`src/hdl/gb5_pkg.sv`:
```
// gb5_pkg: shared types, constants and kernel weights of the 5x5 Gaussian blur.
// Used by every module of the block; depends on nothing.
package gb5_pkg;

    localparam int MAX_WIDTH_DEF  = 1024;
    localparam int MAX_HEIGHT     = 4096;
    localparam int MIN_SIZE       = 5;

    localparam int PIX_W          = 8;
    localparam int COL_OUT_W      = 10;
    localparam int ROW_W          = 12;
    localparam int IW_W           = 11;
    localparam int IH_W           = 13;

    localparam int CFG_IDX_W      = 4;
    localparam int CFG_DATA_W     = 16;
    localparam logic [CFG_IDX_W-1:0] REG_IMAGE_WIDTH  = CFG_IDX_W'(0);
    localparam logic [CFG_IDX_W-1:0] REG_IMAGE_HEIGHT = CFG_IDX_W'(1);

    localparam int KWIN           = 5;
    localparam int LINES          = KWIN - 1;
    localparam int LINE_WORD_W    = LINES * PIX_W;
    localparam int ROWSUM_W       = 14;   // widest kernel row: 49 * 255
    localparam int TOTAL_W        = 16;   // 159 * 255

    // sum / 159 as (sum * ceil(2^24 / 159)) >> 24, exact for sum <= 159 * 255
    localparam int RECIP_W        = 17;
    localparam int KDIV_SHIFT     = 24;
    localparam logic [RECIP_W-1:0] KDIV_RECIP = RECIP_W'(105518);
    localparam int PROD_W         = KDIV_SHIFT + PIX_W;

    localparam int OUT_FIFO_DEPTH = 8;

    localparam logic [3:0] KERNEL [KWIN][KWIN] = '{
        '{4'd2, 4'd4,  4'd5,  4'd4,  4'd2},
        '{4'd4, 4'd9,  4'd12, 4'd9,  4'd4},
        '{4'd5, 4'd12, 4'd15, 4'd12, 4'd5},
        '{4'd4, 4'd9,  4'd12, 4'd9,  4'd4},
        '{4'd2, 4'd4,  4'd5,  4'd4,  4'd2}
    };

    typedef struct packed {
        logic [PIX_W-1:0] pixel_in;
        logic             frame_start;
    } in_item_t;

    typedef struct packed {
        logic [PIX_W-1:0]     pixel_out;
        logic [COL_OUT_W-1:0] out_column;
        logic [ROW_W-1:0]     out_row;
        logic                 frame_last;
    } out_item_t;

    // per-pixel control that travels beside the data path
    typedef struct packed {
        logic                 emit;
        logic                 last;
        logic [COL_OUT_W-1:0] out_column;
        logic [ROW_W-1:0]     out_row;
    } meta_t;

endpackage

```
`src/hdl/gb5_conv.sv`:
```
// gb5_conv: 5x5 window, kernel sums and divide-by-159 pipeline.
// Three register stages after the window; uses gb5_pkg.
module gb5_conv (
    input  logic                            aclk,
    input  logic                            aresetn,
    input  logic                            in_valid,
    input  logic [gb5_pkg::LINE_WORD_W-1:0] in_line,
    input  logic [gb5_pkg::PIX_W-1:0]       in_pix,
    input  gb5_pkg::meta_t                  in_meta,
    output logic                            out_push,
    output gb5_pkg::out_item_t              out_item
);
    import gb5_pkg::*;

    logic [PIX_W-1:0]    win_reg [KWIN][KWIN];
    logic [ROWSUM_W-1:0] rowsum_reg [KWIN];
    logic [ROWSUM_W-1:0] rowsum_next [KWIN];
    logic [TOTAL_W-1:0]  total_reg, total_next;
    logic [PROD_W-1:0]   prod_reg, prod_next;

    logic  v_win_reg, v_row_reg, v_tot_reg, v_prod_reg;
    meta_t meta_win_reg, meta_row_reg, meta_tot_reg, meta_prod_reg;

    // window: shift left, new column enters at the right
    always_ff @(posedge aclk) begin
        if (in_valid) begin
            for (int r = 0; r < KWIN; r++) begin
                for (int c = 0; c < KWIN - 1; c++) begin
                    win_reg[r][c] <= win_reg[r][c+1];
                end
            end
            for (int r = 0; r < LINES; r++) begin
                win_reg[r][KWIN-1] <= in_line[r*PIX_W +: PIX_W];
            end
            win_reg[KWIN-1][KWIN-1] <= in_pix;
            meta_win_reg <= in_meta;
        end
    end

    // constant weights: shift-add per tap
    always_comb begin
        for (int r = 0; r < KWIN; r++) begin
            rowsum_next[r] = '0;
            for (int c = 0; c < KWIN; c++) begin
                rowsum_next[r] = rowsum_next[r]
                    + ROWSUM_W'(KERNEL[r][c]) * ROWSUM_W'(win_reg[r][c]);
            end
        end
    end

    always_comb begin
        total_next = '0;
        for (int r = 0; r < KWIN; r++) begin
            total_next = total_next + TOTAL_W'(rowsum_reg[r]);
        end
    end

    assign prod_next = PROD_W'(total_reg * KDIV_RECIP);

    always_ff @(posedge aclk) begin
        rowsum_reg    <= rowsum_next;
        total_reg     <= total_next;
        prod_reg      <= prod_next;
        meta_row_reg  <= meta_win_reg;
        meta_tot_reg  <= meta_row_reg;
        meta_prod_reg <= meta_tot_reg;
    end

    always_ff @(posedge aclk) begin
        if (!aresetn) begin
            v_win_reg  <= 1'b0;
            v_row_reg  <= 1'b0;
            v_tot_reg  <= 1'b0;
            v_prod_reg <= 1'b0;
        end else begin
            v_win_reg  <= in_valid;
            v_row_reg  <= v_win_reg;
            v_tot_reg  <= v_row_reg;
            v_prod_reg <= v_tot_reg;
        end
    end

    assign out_push            = v_prod_reg && meta_prod_reg.emit;
    assign out_item.pixel_out  = prod_reg[KDIV_SHIFT +: PIX_W];
    assign out_item.out_column = meta_prod_reg.out_column;
    assign out_item.out_row    = meta_prod_reg.out_row;
    assign out_item.frame_last = meta_prod_reg.last;

endmodule

```
`config.mk`:
```
export PLATFORM = sky130hd
export DESIGN_NAME = gb5_conv
export DESIGN_NICKNAME = d
export VERILOG_FILES = /design/src/hdl/gb5_pkg.sv /design/src/hdl/gb5_conv.sv
export SDC_FILE = /design/constraint.sdc
export NUM_CORES = 1
export LEC_CHECK = 0
export BUFFER_PORTS_ARGS = -buffer_cell sky130_fd_sc_hd__buf_2
export CAP_MARGIN = 20
export CORE_UTILIZATION = 65
export CTS_BUF_LIST = sky130_fd_sc_hd__clkbuf_16
export DETAILED_ROUTE_END_ITERATION = 8
export MAX_ROUTING_LAYER = met4
export PLACE_DENSITY_LB_ADDON = 0.15
export SLEW_MARGIN = 20
export SYNTH_ARGS = -nofsm -noshare
export SYNTH_HDL_FRONTEND = slang
export SYNTH_SLANG_ARGS = --single-unit
```
`constraint.sdc`:
```
create_clock -name aclk -period 9.8 [get_ports aclk]
set_input_delay 2.45 -clock aclk [delete_from_list [all_inputs] [get_ports aclk]]
set_output_delay 2.45 -clock aclk [all_outputs]
set_load 0.005 [all_outputs]
```
==> results_dict.tcl <==
set metrics [dict create \
    status "completed" \
    wl_per_cell_um 16.5 \
    arrival_ns 5.82 \
    maxCapViolations 0 \
    synth-xor-area-share_pct 2.94 \
    yosysUniqueCellTypes 61 \
    initial_utilization_pct 66.1 \
    slew_headroom_pct 33.6 \
    skew_ns 0.0196 \
    clock_path_buffers 3 \
    grt_pass1_vias 15300 \
    detailedRoute.firstIterationViolations 640 \
    fmax_ghz 0.186 \
    yosys.area_share.simple_pct 2.71 \
    drv_slew 0 \
    synth_edf_count 224 \
    cts_tree "built" \
    grt_use_total_pct 24.1 \
    critPathKind "reg -> reg" \
    clk_pin_slew_ns 0.06 \
    wl_um 44000 \
    period_minus_slack_ns 5.38 \
    synth_top_area_share_pct 26.2 \
    synth-seq-cells 392 \
    synthAdderAreaFrac_pct 41.7 \
    cts_resized 0 \
    ant_nets 0 \
    io_buffer_count 98 \
    crit_path_max_incr_delay_ns 0.51 \
    antennaDiodeCount 0 \
    hold_path.class "reg -> reg" \
    antenna_found_initial 0 \
    overflow 0 \
    start_kind "flop" \
    die_y_um 201 \
    max_slew.worst_pin.slew_ns 0.996 \
    hold_viol_final 0 \
    grt_max_degree 80 \
    cts_setup_buffers 0 \
    die_w_um 201 \
    required_ns 10.24 \
    area_growth_syn_to_layout_pct 9.09 \
    ys.flop_type "edfxtp_1" \
    clockRootBuffer "clkbuf_16" \
    synth.largest_area_cell "edfxtp_1" \
    avgSynthCellArea_um2 12.8 \
    dp_hpwl_um 35400 \
    critPathSlowestCell "fa_1" \
    cts-htree-levels 2 \
    async_flop_share_pct 0 \
    rr_worst_depth 20 \
    grt_pass1_wl_um 74300 \
    worstSetupEndpoint "prod_reg[31]$_DFF_P_" \
    rows 72 \
    nets 2857 \
    synth_nets 2737 \
    critPathLaunch "total_reg[14]$_DFF_P_" \
    synth_compound_area_share_pct 5.34 \
    synth_top_family_by_area "adder cells" \
    synth_cells 2001 \
    cp_max_fo 5 \
    regToRegSetupSlack_ns 4.42 \
    via_per_inst 5.15 \
    insertion_delay_ns 0.56 \
    rsz0062_at_grt "false" \
    ys_warn_count 0 \
    endpoint_kind "flop" \
    route.detailed.drc 0 \
    cts_sinks 392 \
    r2r-end "prod_reg[31]$_DFF_P_" \
    finalSetupTns_ns 0 \
    gp_congestion 0.907 \
    ys_seq_area_share_pct 39.3 \
    synth_area_um2 25700 \
    die_area_um2 40300 \
    largest_reg_flops 200 \
    rr_startpoint "total_reg[14]$_DFF_P_" \
    vias 13800 \
    final.period_utilization_pct 54.8 \
    hold_buffers 0 \
    crit_chain "inv_1, ha_1, inv_1, ha_1, inv_1, fa_1, inv_1, fa_1, fa_1, inv_1, fa_1, inv_1, ha_1, and4_1, and3_4, a2111oi_4, o32ai_1, a211o_1, a31o_1, xor2_1" \
    drive_above_1_share_pct 7.90 \
    crit_path_frequent_cell "inv_1" \
    synth.area.top_cells "edfxtp_1 26%, fa_1 24%, ha_1 17%" \
    synth_mux_area_share_pct 0.0390 \
    core_um2 38800 \
    numCtsBuffers 41 \
    finalSetupViolations 0 \
    io_pins 99 \
    drt-pass1-iter-count 5 \
]
[metrics by stage]
step	instance area, um^2	instances	hold slack [ns]	util (%)	setup slack, ns
after global placement	26700	2596	0.309	68.6	4.52
after CTS	28000	2670	0.322	72.1	4.40
after global routing	28000	2670	0.327	72.1	4.18
after floorplan	25700	2001	0.310	-	4.77
after detailed placement	26700	2596	0.312	68.6	4.43
final	28000	2670	0.324	72.1	4.42
[worst min-delay path by stage]
stage	cells after the start	end	from	slack, ns
2_1_floorplan	0	meta_prod_reg[23]$_DFF_P_	meta_tot_reg[23]$_DFF_P_	0.31
3_3_place_gp	0	meta_tot_reg[6]$_DFF_P_	meta_row_reg[6]$_DFF_P_	0.31
3_5_place_dp	0	meta_tot_reg[16]$_DFF_P_	meta_row_reg[16]$_DFF_P_	0.31
4_1_cts	0	meta_prod_reg[23]$_DFF_P_	meta_tot_reg[23]$_DFF_P_	0.32
5_1_grt	0	out_item[2]$_DFF_P_	meta_tot_reg[1]$_DFF_P_	0.33
6_report	0	meta_prod_reg[23]$_DFF_P_	meta_tot_reg[23]$_DFF_P_	0.32
[kinds of logic (layout without fill, tap and decap cells)]
group / count (synthesis) / after routing
xor gates and xnor gates: 86 / 86
adders and majority gates: 669 / 669
buffers and inverters: 518 / 669
muxes: 1 / 1
and+or+nand+nor: 132 / 132
DFF: 392 / 392
AOI/OAI and AO/OA: 203 / 203
[synth_stat cells (all sizes together), types with 4 or more instances]
cell,number
inv,495
ha,357
fa,312
edfxtp,224
dfxtp,168
a21oi,67
xnor2,53
a21o,42
xor2,33
nand2,30
o21ai,30
nor2,26
buf,23
o21bai,20
nor3,15
nor2b,12
nand2b,8
nand3,7
nand4,7
and2,5
and3,5
o211ai,5
or3,5
a2111oi,4
a21boi,4
[layer usage]
| metal | wire length [um] | track usage (%) | up-vias |
|---|---|---|---|
| met2 | 21300 | 39.7 | 220 |
| met1 | 19600 | 30.8 | 6757 |
| met4 | 1590 | 8.78 | 0 |
| met3 | 1460 | 3.18 | 97 |
| li1 | - | - | 6683 |
| met5 | 0 | - | - |
[cells in the final DEF, fill, tap and decap left out, drive strengths merged, types with 7 or more instances in the layout]
cell type  synthesis  layout
o21bai            20      20
o21ai             30      30
nand2             30      30
nor2              26      26
clkinv             0      10
nand3              7       7
a21o              42      42
inv              495     510
ha               357     357
dfxtp            168     168
edfxtp           224     224
fa               312     312
nor2b             12      12
xor2              33      33
nor3              15      15
a21oi             67      67
nand2b             8       8
nand4              7       7
buf               23     100
clkbuf             0      43
xnor2             53      53
[final cells by class]
| class | instances | area (um^2) |
|---|---|---|
| multi-input cells | 1091 | 13500 |
| flip-flops and latches | 392 | 10100 |
| fillers | 2650 | 10800 |
| clock inverters | 31 | 267 |
| repair buffers | 100 | 515 |
| inverters | 495 | 1860 |
| clock buffers | 43 | 1080 |
| well taps | 518 | 648 |
[worst max-delay path, delay by kind of cell (launching register included)]
family	cells	cell delay [ns]
AND/OR/NAND/NOR	2	0.42
adder cells (fa/ha/maj)	7	2.86
buffers and inverters	6	0.40
AO/OA/AOI/OAI	4	0.98
flip-flops	1	0.45
XOR/XNOR	1	0.14
Power is not shown: default switching activity piles up to over one toggle a cycle in this logic, so the estimate is an artifact.
