### src/hdl/gb5_pkg.sv
// gb5_pkg: shared types, constants and kernel weights of the 5x5 Gaussian blur.
// Used by every module of the block; depends on nothing.
package gb5_pkg;

    localparam int MAX_WIDTH_DEF  = 1024;
    localparam int MAX_HEIGHT     = 4096;
    localparam int MIN_SIZE       = 5;

    localparam int PIX_W          = 8;
    localparam int COL_OUT_W      = 10;
    localparam int ROW_W          = 12;
    localparam int IW_W           = 11;
    localparam int IH_W           = 13;

    localparam int CFG_IDX_W      = 4;
    localparam int CFG_DATA_W     = 16;
    localparam logic [CFG_IDX_W-1:0] REG_IMAGE_WIDTH  = CFG_IDX_W'(0);
    localparam logic [CFG_IDX_W-1:0] REG_IMAGE_HEIGHT = CFG_IDX_W'(1);

    localparam int KWIN           = 5;
    localparam int LINES          = KWIN - 1;
    localparam int LINE_WORD_W    = LINES * PIX_W;
    localparam int ROWSUM_W       = 14;   // widest kernel row: 49 * 255
    localparam int TOTAL_W        = 16;   // 159 * 255

    // sum / 159 as (sum * ceil(2^24 / 159)) >> 24, exact for sum <= 159 * 255
    localparam int RECIP_W        = 17;
    localparam int KDIV_SHIFT     = 24;
    localparam logic [RECIP_W-1:0] KDIV_RECIP = RECIP_W'(105518);
    localparam int PROD_W         = KDIV_SHIFT + PIX_W;

    localparam int OUT_FIFO_DEPTH = 8;

    localparam logic [3:0] KERNEL [KWIN][KWIN] = '{
        '{4'd2, 4'd4,  4'd5,  4'd4,  4'd2},
        '{4'd4, 4'd9,  4'd12, 4'd9,  4'd4},
        '{4'd5, 4'd12, 4'd15, 4'd12, 4'd5},
        '{4'd4, 4'd9,  4'd12, 4'd9,  4'd4},
        '{4'd2, 4'd4,  4'd5,  4'd4,  4'd2}
    };

    typedef struct packed {
        logic [PIX_W-1:0] pixel_in;
        logic             frame_start;
    } in_item_t;

    typedef struct packed {
        logic [PIX_W-1:0]     pixel_out;
        logic [COL_OUT_W-1:0] out_column;
        logic [ROW_W-1:0]     out_row;
        logic                 frame_last;
    } out_item_t;

    // per-pixel control that travels beside the data path
    typedef struct packed {
        logic                 emit;
        logic                 last;
        logic [COL_OUT_W-1:0] out_column;
        logic [ROW_W-1:0]     out_row;
    } meta_t;

endpackage

### src/hdl/gb5_out_fifo.sv
// gb5_out_fifo: small result queue that decouples the pipeline from m_ready.
// Uses gb5_pkg for the item type and depth.
module gb5_out_fifo (
    input  logic               aclk,
    input  logic               aresetn,
    input  logic               push,
    input  gb5_pkg::out_item_t push_item,
    input  logic               pop,
    output logic               out_valid,
    output gb5_pkg::out_item_t out_item
);
    import gb5_pkg::*;

    localparam int PW = $clog2(OUT_FIFO_DEPTH);
    localparam int CNTW = $clog2(OUT_FIFO_DEPTH + 1);

    out_item_t       fifo_mem [OUT_FIFO_DEPTH];
    logic [PW-1:0]   wr_ptr_reg, wr_ptr_next;
    logic [PW-1:0]   rd_ptr_reg, rd_ptr_next;
    logic [CNTW-1:0] count_reg, count_next;
    logic            do_pop;

    assign out_valid = (count_reg != '0);
    assign out_item  = fifo_mem[rd_ptr_reg];
    assign do_pop    = pop && out_valid;

    always_comb begin
        wr_ptr_next = wr_ptr_reg;
        rd_ptr_next = rd_ptr_reg;
        count_next  = count_reg;
        if (push) begin
            wr_ptr_next = (wr_ptr_reg == PW'(OUT_FIFO_DEPTH - 1)) ? '0 : wr_ptr_reg + 1'b1;
        end
        if (do_pop) begin
            rd_ptr_next = (rd_ptr_reg == PW'(OUT_FIFO_DEPTH - 1)) ? '0 : rd_ptr_reg + 1'b1;
        end
        if (push && !do_pop) begin
            count_next = count_reg + 1'b1;
        end else if (!push && do_pop) begin
            count_next = count_reg - 1'b1;
        end
    end

    always_ff @(posedge aclk) begin
        if (push) begin
            fifo_mem[wr_ptr_reg] <= push_item;
        end
    end

    always_ff @(posedge aclk) begin
        if (!aresetn) begin
            wr_ptr_reg <= '0;
            rd_ptr_reg <= '0;
            count_reg  <= '0;
        end else begin
            wr_ptr_reg <= wr_ptr_next;
            rd_ptr_reg <= rd_ptr_next;
            count_reg  <= count_next;
        end
    end

endmodule

### config.mk
export PLATFORM = sky130hd
export DESIGN_NAME = gb5_out_fifo
export DESIGN_NICKNAME = d
export VERILOG_FILES = /design/src/hdl/gb5_pkg.sv /design/src/hdl/gb5_out_fifo.sv
export SDC_FILE = /design/constraint.sdc
export NUM_CORES = 1
export LEC_CHECK = 0
export ABC_AREA = 1
export BUFFER_PORTS_ARGS = -buffer_cell sky130_fd_sc_hd__buf_4
export CAP_MARGIN = 20
export CORE_ASPECT_RATIO = 2
export CORE_UTILIZATION = 30
export DETAILED_ROUTE_END_ITERATION = 8
export SYNTH_ARGS = -nofsm -noshare
export SYNTH_HDL_FRONTEND = slang
export SYNTH_SLANG_ARGS = --single-unit
### constraint.sdc
create_clock -name aclk -period 4.4 [get_ports aclk]
set_input_delay 0.44 -clock aclk [delete_from_list [all_inputs] [get_ports aclk]]
set_output_delay 0.44 -clock aclk [all_outputs]
set_load 0.05 [all_outputs]
==> load_flow_metrics.sql, run 1 <==
INSERT INTO impl_metrics (metric_group, metric, value, unit) VALUES
('cells_and_area', 'core_util_final', '35.29', '%'),
('timing', 'final.min_clock_period', '3.298', 'ns'),
('placed_design', 'dp_hpwl', '13.75', 'mm'),
('floorplan', 'chipHeight', '267.0', 'um'),
('min_path', 'hp-class', 'in2reg', ''),
('routing', 'first_pass_iters', '5', ''),
('logic_synthesis', 'netlist-cell-type-count', '20', ''),
('routing', 'routed_wire_length_per_instance', '16.64', 'um'),
('logic_synthesis', 'synth_largest_area_cell', 'edfxtp_1', ''),
('cells_and_area', 'fin_nets', '1018', ''),
('worst_setup_path', 'reg2reg_depth', '3', ''),
('global_routing', 'grt_max_degree', '79', ''),
('power_and_ir_drop', 'power_switching_share', '33.73', '%'),
('worst_setup_path', 'timing.rr.start', 'wr_ptr_reg[0]', ''),
('cells_and_area', 'fin_cells', '1431', ''),
('placed_design', 'placement.io_buffers', '66', ''),
('clocking', 'tritoncts_clock_tree', 'yes', ''),
('worst_setup_path', 'arrival', '2.86', 'ns'),
('timing', 'max_clock_freq', '303.2', 'MHz'),
('worst_setup_path', 'rr_endpoint', 'fifo_mem[7][26]', ''),
('clocking', 'maximum_clock_path_buffer_count', '3', ''),
('clocking', 'post_cts.resized_instances', '0', ''),
('worst_setup_path', 'crit_path_end_kind', 'primary output', ''),
('routing', 'drt-initial-drc-count', '393', ''),
('timing', 'slew_headroom', '25.06', '%'),
('logic_synthesis', 'netlist_instances', '917', ''),
('clocking', 'cts_buffers', '21', ''),
('logic_synthesis', 'seq_area_frac_synth', '73.19', '%'),
('floorplan', 'dieWidth', '134.5', 'um'),
('cells_and_area', 'fraction_of_final_layout_cells_with_drive_strength_greater_than_1', '12.54', '%'),
('logic_synthesis', 'yosys_warnings', '0', ''),
('clocking', 'clkTransAtPathRegs', '0.07', 'ns'),
('routing', 'number_of_vias_after_detailed_routing', '6551', ''),
('worst_setup_path', 'critical_path.max_fanout', '78', ''),
('worst_setup_path', 'regToRegSetupSlack', '2.25', 'ns'),
('logic_synthesis', 'synth.ff_latch_count', '261', ''),
('timing', 'clock_skew', '0.01204', 'ns'),
('logic_synthesis', 'synth.net_count', '960', ''),
('clocking', 'sinks_on_the_clock_net', '261', ''),
('worst_setup_path', 'critical_path.endpoint', 'out_item[13]', ''),
('floorplan', 'fp.dieArea', '35900', 'um2'),
('timing', 'rsz0062_at_grt', 'no', ''),
('floorplan', 'start_util', '30.55', '%'),
('floorplan', 'floorplan.rows', '96', ''),
('worst_setup_path', 'critical_path_class', 'reg2out', ''),
('status', 'outcome', 'completed', ''),
('timing', 'timing.final.max_slew_violations', '0', ''),
('cells_and_area', 'areaGrowthSynthToFinish', '15.53', '%'),
('logic_synthesis', 'synth.avg_cell_area', '11.48', 'um2'),
('timing', 'finalHoldViolations', '0', ''),
('global_routing', 'number_of_antenna_violations_at_the_first_check_in_global_routing', '1', ''),
('worst_setup_path', 'timing.critical_path.cells', 'buf_4 > nor2_1 > nor2_1 > o21ai_0 > nand2_1 > nand2_1 > nand2_1 > buf_4', ''),
('routing', 'drt_wl_total', '23.81', 'mm'),
('timing', 'post-route-worst-setup-slack', '1.102', 'ns'),
('power_and_ir_drop', 'power-per-cell-area', '544.8', 'nW/um2'),
('placed_design', 'globalplace.congestion', '0.7113', ''),
('floorplan', 'placeable_area', '34470', 'um2'),
('worst_setup_path', 'worst-endpoint-required', '3.96', 'ns'),
('worst_setup_path', 'crit_path_start_kind', 'flip-flop', ''),
('worst_setup_path', 'max_stage_delay', '0.75', 'ns'),
('timing', 'max_slew.worst_pin.slew', '1.122', 'ns'),
('clocking', 'ctsHoldBuffers', '0', ''),
('timing', 'hold-worst-slack', '0.1593', 'ns'),
('logic_synthesis', 'netlist_area', '10530', 'um2'),
('global_routing', 'grt_overflow', '0', ''),
('routing', 'vias_per_cell', '4.578', ''),
('global_routing', 'first_global_vias', '6552', ''),
('timing', 'setup-tns-final', '0', 'ns'),
('worst_setup_path', 'cpMostUsedCell', 'nand2_1', ''),
('placed_design', 'placed_cells', '1393', ''),
('power_and_ir_drop', 'switching_power', '2.236', 'mW');
==> power by group through the flow <==
stage	logic, mW	registers (mW)	clock network [mW]
finish	1.85	2.89	1.89
global route	2.05	2.90	2.02
CTS	1.88	2.89	1.94
detailed placement	1.87	2.94	0
global placement	1.86	2.94	0
floorplan	1.41	2.89	0
==> worst max-delay path, delay by kind of cell (launching register included) <==
kind / cells / cell delay (ns)
buffers and inverters: 2 / 0.98
DFF: 1 / 0.69
and+or+nand+nor: 5 / 0.54
AOI/OAI and AO/OA: 1 / 0.10
==> placed cells by master, fill, tap and decap left out <==
master and instances:
clkbuf_1 3, bufinv_16 3, nor2_1 256, a21oi_1 8
o21ai_0 68, inv_4 1, clkinv_1 5, diode_2 1
dfxtp_4 1, xor2_1 1, nand3_1 7, o21ai_1 60
dfxtp_1 10, nand2_1 176, inv_6 1, edfxtp_1 248
inv_1 15, ha_1 7, clkinv_2 4, or2_2 1
buf_4 81, inv_2 1, nor2_4 8, clkbuf_16 21
fa_1 1, dfxtp_2 2
==> per-stage QoR <==
stage / total power [mW] / cell area, um2
2_1_floorplan: 4.299 / 10530
3_3_place_gp: 4.795 / 11490
3_5_place_dp: 4.817 / 11490
4_1_cts: 6.701 / 12160
5_1_grt: 6.962 / 12170
6_report: 6.629 / 12170
==> metal layers <==
metal  global-route usage, %  wire (um)
met1                   15.01       9353
met2                   25.63      13060
met3                   1.690        761
met4                   5.618        641
met5                       0          0
==> cells in the mapped netlist (all sizes together) <==
cell and n:
fa 1, nor2 264, or2 1, nand2 176, a21oi 8, ha 7, buf 36, inv 17
xor2 1, clkbuf 10, o21ai 128, dfxtp 13, edfxtp 248, nand3 7
==> cells by family after synthesis <==
logic type | share of synthesized area [%]
AO/OA/AOI/OAI | 6.463
XOR/XNOR | 0.08318
adder cells (fa/ha/maj) | 1.022
buffers and inverters | 3.172
flip-flops | 73.19
AND/OR/NAND/NOR | 16.07
==> worst min path at each step <==
stage	depth (start not counted)	start	endpoint
4_1_cts	1	push_item[30]	fifo_mem[1][30]
6_report	1	push_item[0]	fifo_mem[4][0]
2_1_floorplan	2	rd_ptr_reg[1]	flip-flop
5_1_grt	1	push_item[12]	fifo_mem[0][12]
3_5_place_dp	2	wr_ptr_reg[0]	wr_ptr_reg[0]
3_3_place_gp	2	wr_ptr_reg[0]	wr_ptr_reg[0]
==> area by class of cell <==
| class | instances | area, um2 |
|---|---|---|
| clock buffers | 24 | 536.8 |
| flip-flops and latches | 261 | 7714 |
| diodes | 1 | 2.502 |
| multi-input cells | 593 | 2550 |
| clock inverters | 13 | 137.6 |
| repair buffers | 81 | 608.1 |
| fillers | 3288 | 22310 |
| well taps | 441 | 551.8 |
| inverters | 17 | 66.31 |
No activity file was read; power rests on OpenSTA's default activity.
==> inputs of run 2 (changes only) <==
- ABC_AREA: 1 -> 0
- clock period: 4.4 -> 3.3 ns (I/O delays scaled with it)
==> load_flow_metrics.sql, run 2 <==
INSERT INTO impl_metrics (metric_group, metric, value, unit) VALUES
('status', 'outcome', 'completed', ''),
('floorplan', 'dieWidth', '132.4', 'um'),
('clocking', 'tritoncts_clock_tree', 'yes', ''),
('logic_synthesis', 'portion_of_synthesized_cell_area_occupied_by_the_leading_cell_type', '72.99', '%'),
('global_routing', 'grt_max_degree', '63', ''),
('cells_and_area', 'fin_nets', '555', ''),
('timing', 'setup-tns-final', '0', 'ns'),
('routing', 'drt-initial-drc-count', '377', ''),
('logic_synthesis', 'async_flop_share', '0', '%'),
('clocking', 'clkLatencyLatePin', '0.51', 'ns'),
('cells_and_area', 'areaGrowthSynthToFinish', '17.45', '%'),
('worst_setup_path', 'critical_path.max_fanout', '44', ''),
('logic_synthesis', 'post-synth-top-count-cell', 'edfxtp_1', ''),
('placed_design', 'globalplace.congestion', '0.7223', ''),
('timing', 'final.min_clock_period', '2.897', 'ns'),
('placed_design', 'dp_hpwl', '11.87', 'mm'),
('clocking', 'cts_buffers', '20', ''),
('timing', 'hold-worst-slack', '0.04846', 'ns'),
('routing', 'top_signal_layer_used', 'met4', ''),
('routing', 'met1_length', '6.952', 'mm'),
('global_routing', 'first_global_vias', '4962', ''),
('timing', 'setup_viol_count_final', '0', ''),
('min_path', 'hp-class', 'in2reg', ''),
('logic_synthesis', 'synth_edf_count', '248', ''),
('floorplan', 'chipHeight', '262.8', 'um'),
('clocking', 'post_cts_buffers', '0', ''),
('worst_setup_path', 'arrival', '2.57', 'ns'),
('clocking', 'root_buf_cell', 'clkbuf_16', ''),
('routing', 'routed_wire_length_per_instance', '20.91', 'um'),
('clocking', 'ctsHoldBuffers', '0', ''),
('global_routing', 'global_route_wire_length_before_repair', '30.26', 'mm'),
('logic_synthesis', 'dominantRegCellSynth', 'edfxtp_1', ''),
('power_and_ir_drop', 'power-per-cell-area', '673.8', 'nW/um2'),
('logic_synthesis', 'synth.avg_cell_area', '23.67', 'um2'),
('timing', 'clock_skew', '0.01165', 'ns'),
('floorplan', 'floorplan.rows', '95', ''),
('power_and_ir_drop', 'vdd_drop_max', '0.0002945', 'V'),
('cells_and_area', 'num-fill-cells', '3079', ''),
('logic_synthesis', 'yosys-top-cells-area', 'edfxtp_1, mux4_1, mux2_2', ''),
('routing', 'number_of_vias_after_detailed_routing', '4451', ''),
('clocking', 'maximum_clock_path_buffer_count', '3', ''),
('timing', 'max_slew.worst_pin.slew', '0.7262', 'ns'),
('floorplan', 'floorplan.io_pins', '67', ''),
('global_routing', 'number_of_antenna_violations_at_the_first_check_in_global_routing', '1', ''),
('worst_setup_path', 'reg2reg_depth', '9', ''),
('worst_setup_path', 'worst-endpoint-required', '2.97', 'ns'),
('worst_setup_path', 'regToRegSetupSlack', '0.72', 'ns'),
('worst_setup_path', 'timing.rr.start', 'count_reg[1]', ''),
('timing', 'slew_headroom', '51.58', '%'),
('logic_synthesis', 'netlist-cell-type-count', '28', ''),
('cells_and_area', 'max_reg_flops', '248', ''),
('cells_and_area', 'layout_commonest_cell', 'edfxtp_1', ''),
('routing', 'antenna_left', '0', ''),
('clocking', 'cts_htree_levels', '1', ''),
('routing', 'routed-wl-met2', '11.72', 'mm'),
('routing', 'drcViolationCount', '0', ''),
('flow_run', 'max-cap-violations', '0', ''),
('logic_synthesis', 'synth.net_count', '474', ''),
('floorplan', 'fp.dieArea', '34790', 'um2'),
('clocking', 'clkTransAtPathRegs', '0.07', 'ns'),
('cells_and_area', 'fraction_of_final_layout_cells_with_drive_strength_greater_than_1', '28.57', '%'),
('logic_synthesis', 'ys_top_cells_by_count', 'edfxtp_1, mux4_1, mux2_2, dfxtp_1', ''),
('worst_setup_path', 'rr_endpoint', 'count_reg[3]', ''),
('logic_synthesis', 'synth.ff_latch_count', '261', ''),
('cells_and_area', 'final_cell_mix', 'edfxtp_1, buf_4, mux4_1', ''),
('routing', 'met3_length', '831', 'um'),
('global_routing', 'grt_use_total', '11.83', '%'),
('clocking', 'post_cts.resized_instances', '0', ''),
('global_routing', 'grt_overflow', '0', ''),
('logic_synthesis', 'synth_largest_area_cell', 'edfxtp_1', ''),
('logic_synthesis', 'yosys_warnings', '0', ''),
('timing', 'max_clock_freq', '345.2', 'MHz'),
('logic_synthesis', 'netlist_instances', '431', ''),
('logic_synthesis', 'seq_area_frac_synth', '75.55', '%'),
('placed_design', 'placement.io_buffers', '66', ''),
('power_and_ir_drop', 'p_leak', '3.896', 'nW'),
('worst_setup_path', 'critical_path.endpoint', 'out_item[14]', ''),
('routing', 'first_pass_iters', '4', ''),
('routing', 'vias_per_cell', '4.627', ''),
('timing', 'final_min_period_over_clock_period', '87.78', '%'),
('timing', 'rsz0062_at_grt', 'no', ''),
('floorplan', 'start_util', '30.44', '%'),
('cells_and_area', 'multi_input_comb_area', '2419', 'um2'),
('logic_synthesis', 'netlist_area', '10200', 'um2'),
('worst_setup_path', 'crit_path_start_kind', 'flip-flop', ''),
('routing', 'drt_wl_total', '20.11', 'mm'),
('timing', 'timing.final.max_slew_violations', '0', ''),
('clocking', 'sinks_on_the_clock_net', '261', ''),
('cells_and_area', 'seqCellArea', '7714', 'um2'),
('worst_setup_path', 'critical_path_class', 'reg2out', ''),
('floorplan', 'placeable_area', '33520', 'um2'),
('timing', 'finalHoldViolations', '0', ''),
('worst_setup_path', 'crit_path_end_kind', 'primary output', '');
==> run 2: how the worst min path moves through the flow <==
stage / startpoint / to / slack [ns] / depth (start not counted)
final: push_item[27] / fifo_mem[0][27] / 0.05 / 1
after global routing: push_item[17] / fifo_mem[2][17] / 0.04 / 1
after CTS: push_item[27] / fifo_mem[0][27] / 0.03 / 1
after detailed placement: count_reg[3] / count_reg[3] / 0.49 / 2
after global placement: count_reg[3] / count_reg[3] / 0.46 / 2
after floorplan: push_item[0] / fifo_mem[0][0] / 0.43 / 0
==> run 2: area by class of cell <==
cell class / instances / area share [%]
Antenna cell: 1 / 0.02088
Clock buffer: 24 / 4.479
Clock inverter: 11 / 1.128
Inverter: 2 / 0.06265
Multi-Input combinational cell: 149 / 20.18
Sequential cell: 261 / 64.37
Tap cell: 436 / 4.553
Timing Repair Buffer: 78 / 5.200
==> run 2: cell families after synthesis <==
family	after synthesis	synth area share, %
DFF	261	75.55
muxes	96	19.68
and+or+nand+nor	34	1.692
buffers and inverters	21	1.288
AOI/OAI and AO/OA	9	0.5642
adders and majority gates	8	1.055
xor gates and xnor gates	2	0.1717
==> run 2: routing by layer <==
metal	vias up	track usage (%)
met5	-	0
met4	0	5.592
met3	26	2.025
met2	81	23.41
met1	2327	11.56
li1	2017	-
==> run 2: worst max-delay path, cell delays in order (launching register included) <==
cell and delay (ns):
dfxtp_4 0.57, buf_12 0.34, mux4_1 0.60, mux2_2 0.30
buf_4 0.19
==> run 2: report_power, final <==
part	switching (mW)	total (mW)	leakage [nW]	internal, mW
clock	1.09	2.50	0.322	1.40
sequential	0.0872	3.81	2.36	3.73
combinational	1.02	1.77	1.21	0.750
==> run 2: per-stage QoR <==
step | power (mW) | setup slack, ns | util [%] | instances | cell area [um2]
2_1_floorplan | 5.191 | 0.1911 | - | 431 | 10200
3_3_place_gp | 5.618 | 0.9345 | 33.74 | 926 | 11310
3_5_place_dp | 5.681 | 0.7878 | 33.74 | 926 | 11310
4_1_cts | 8.181 | 0.3595 | 35.74 | 961 | 11980
5_1_grt | 8.378 | 0.2965 | 35.75 | 962 | 11980
6_report | 8.074 | 0.4033 | 35.75 | 962 | 11980
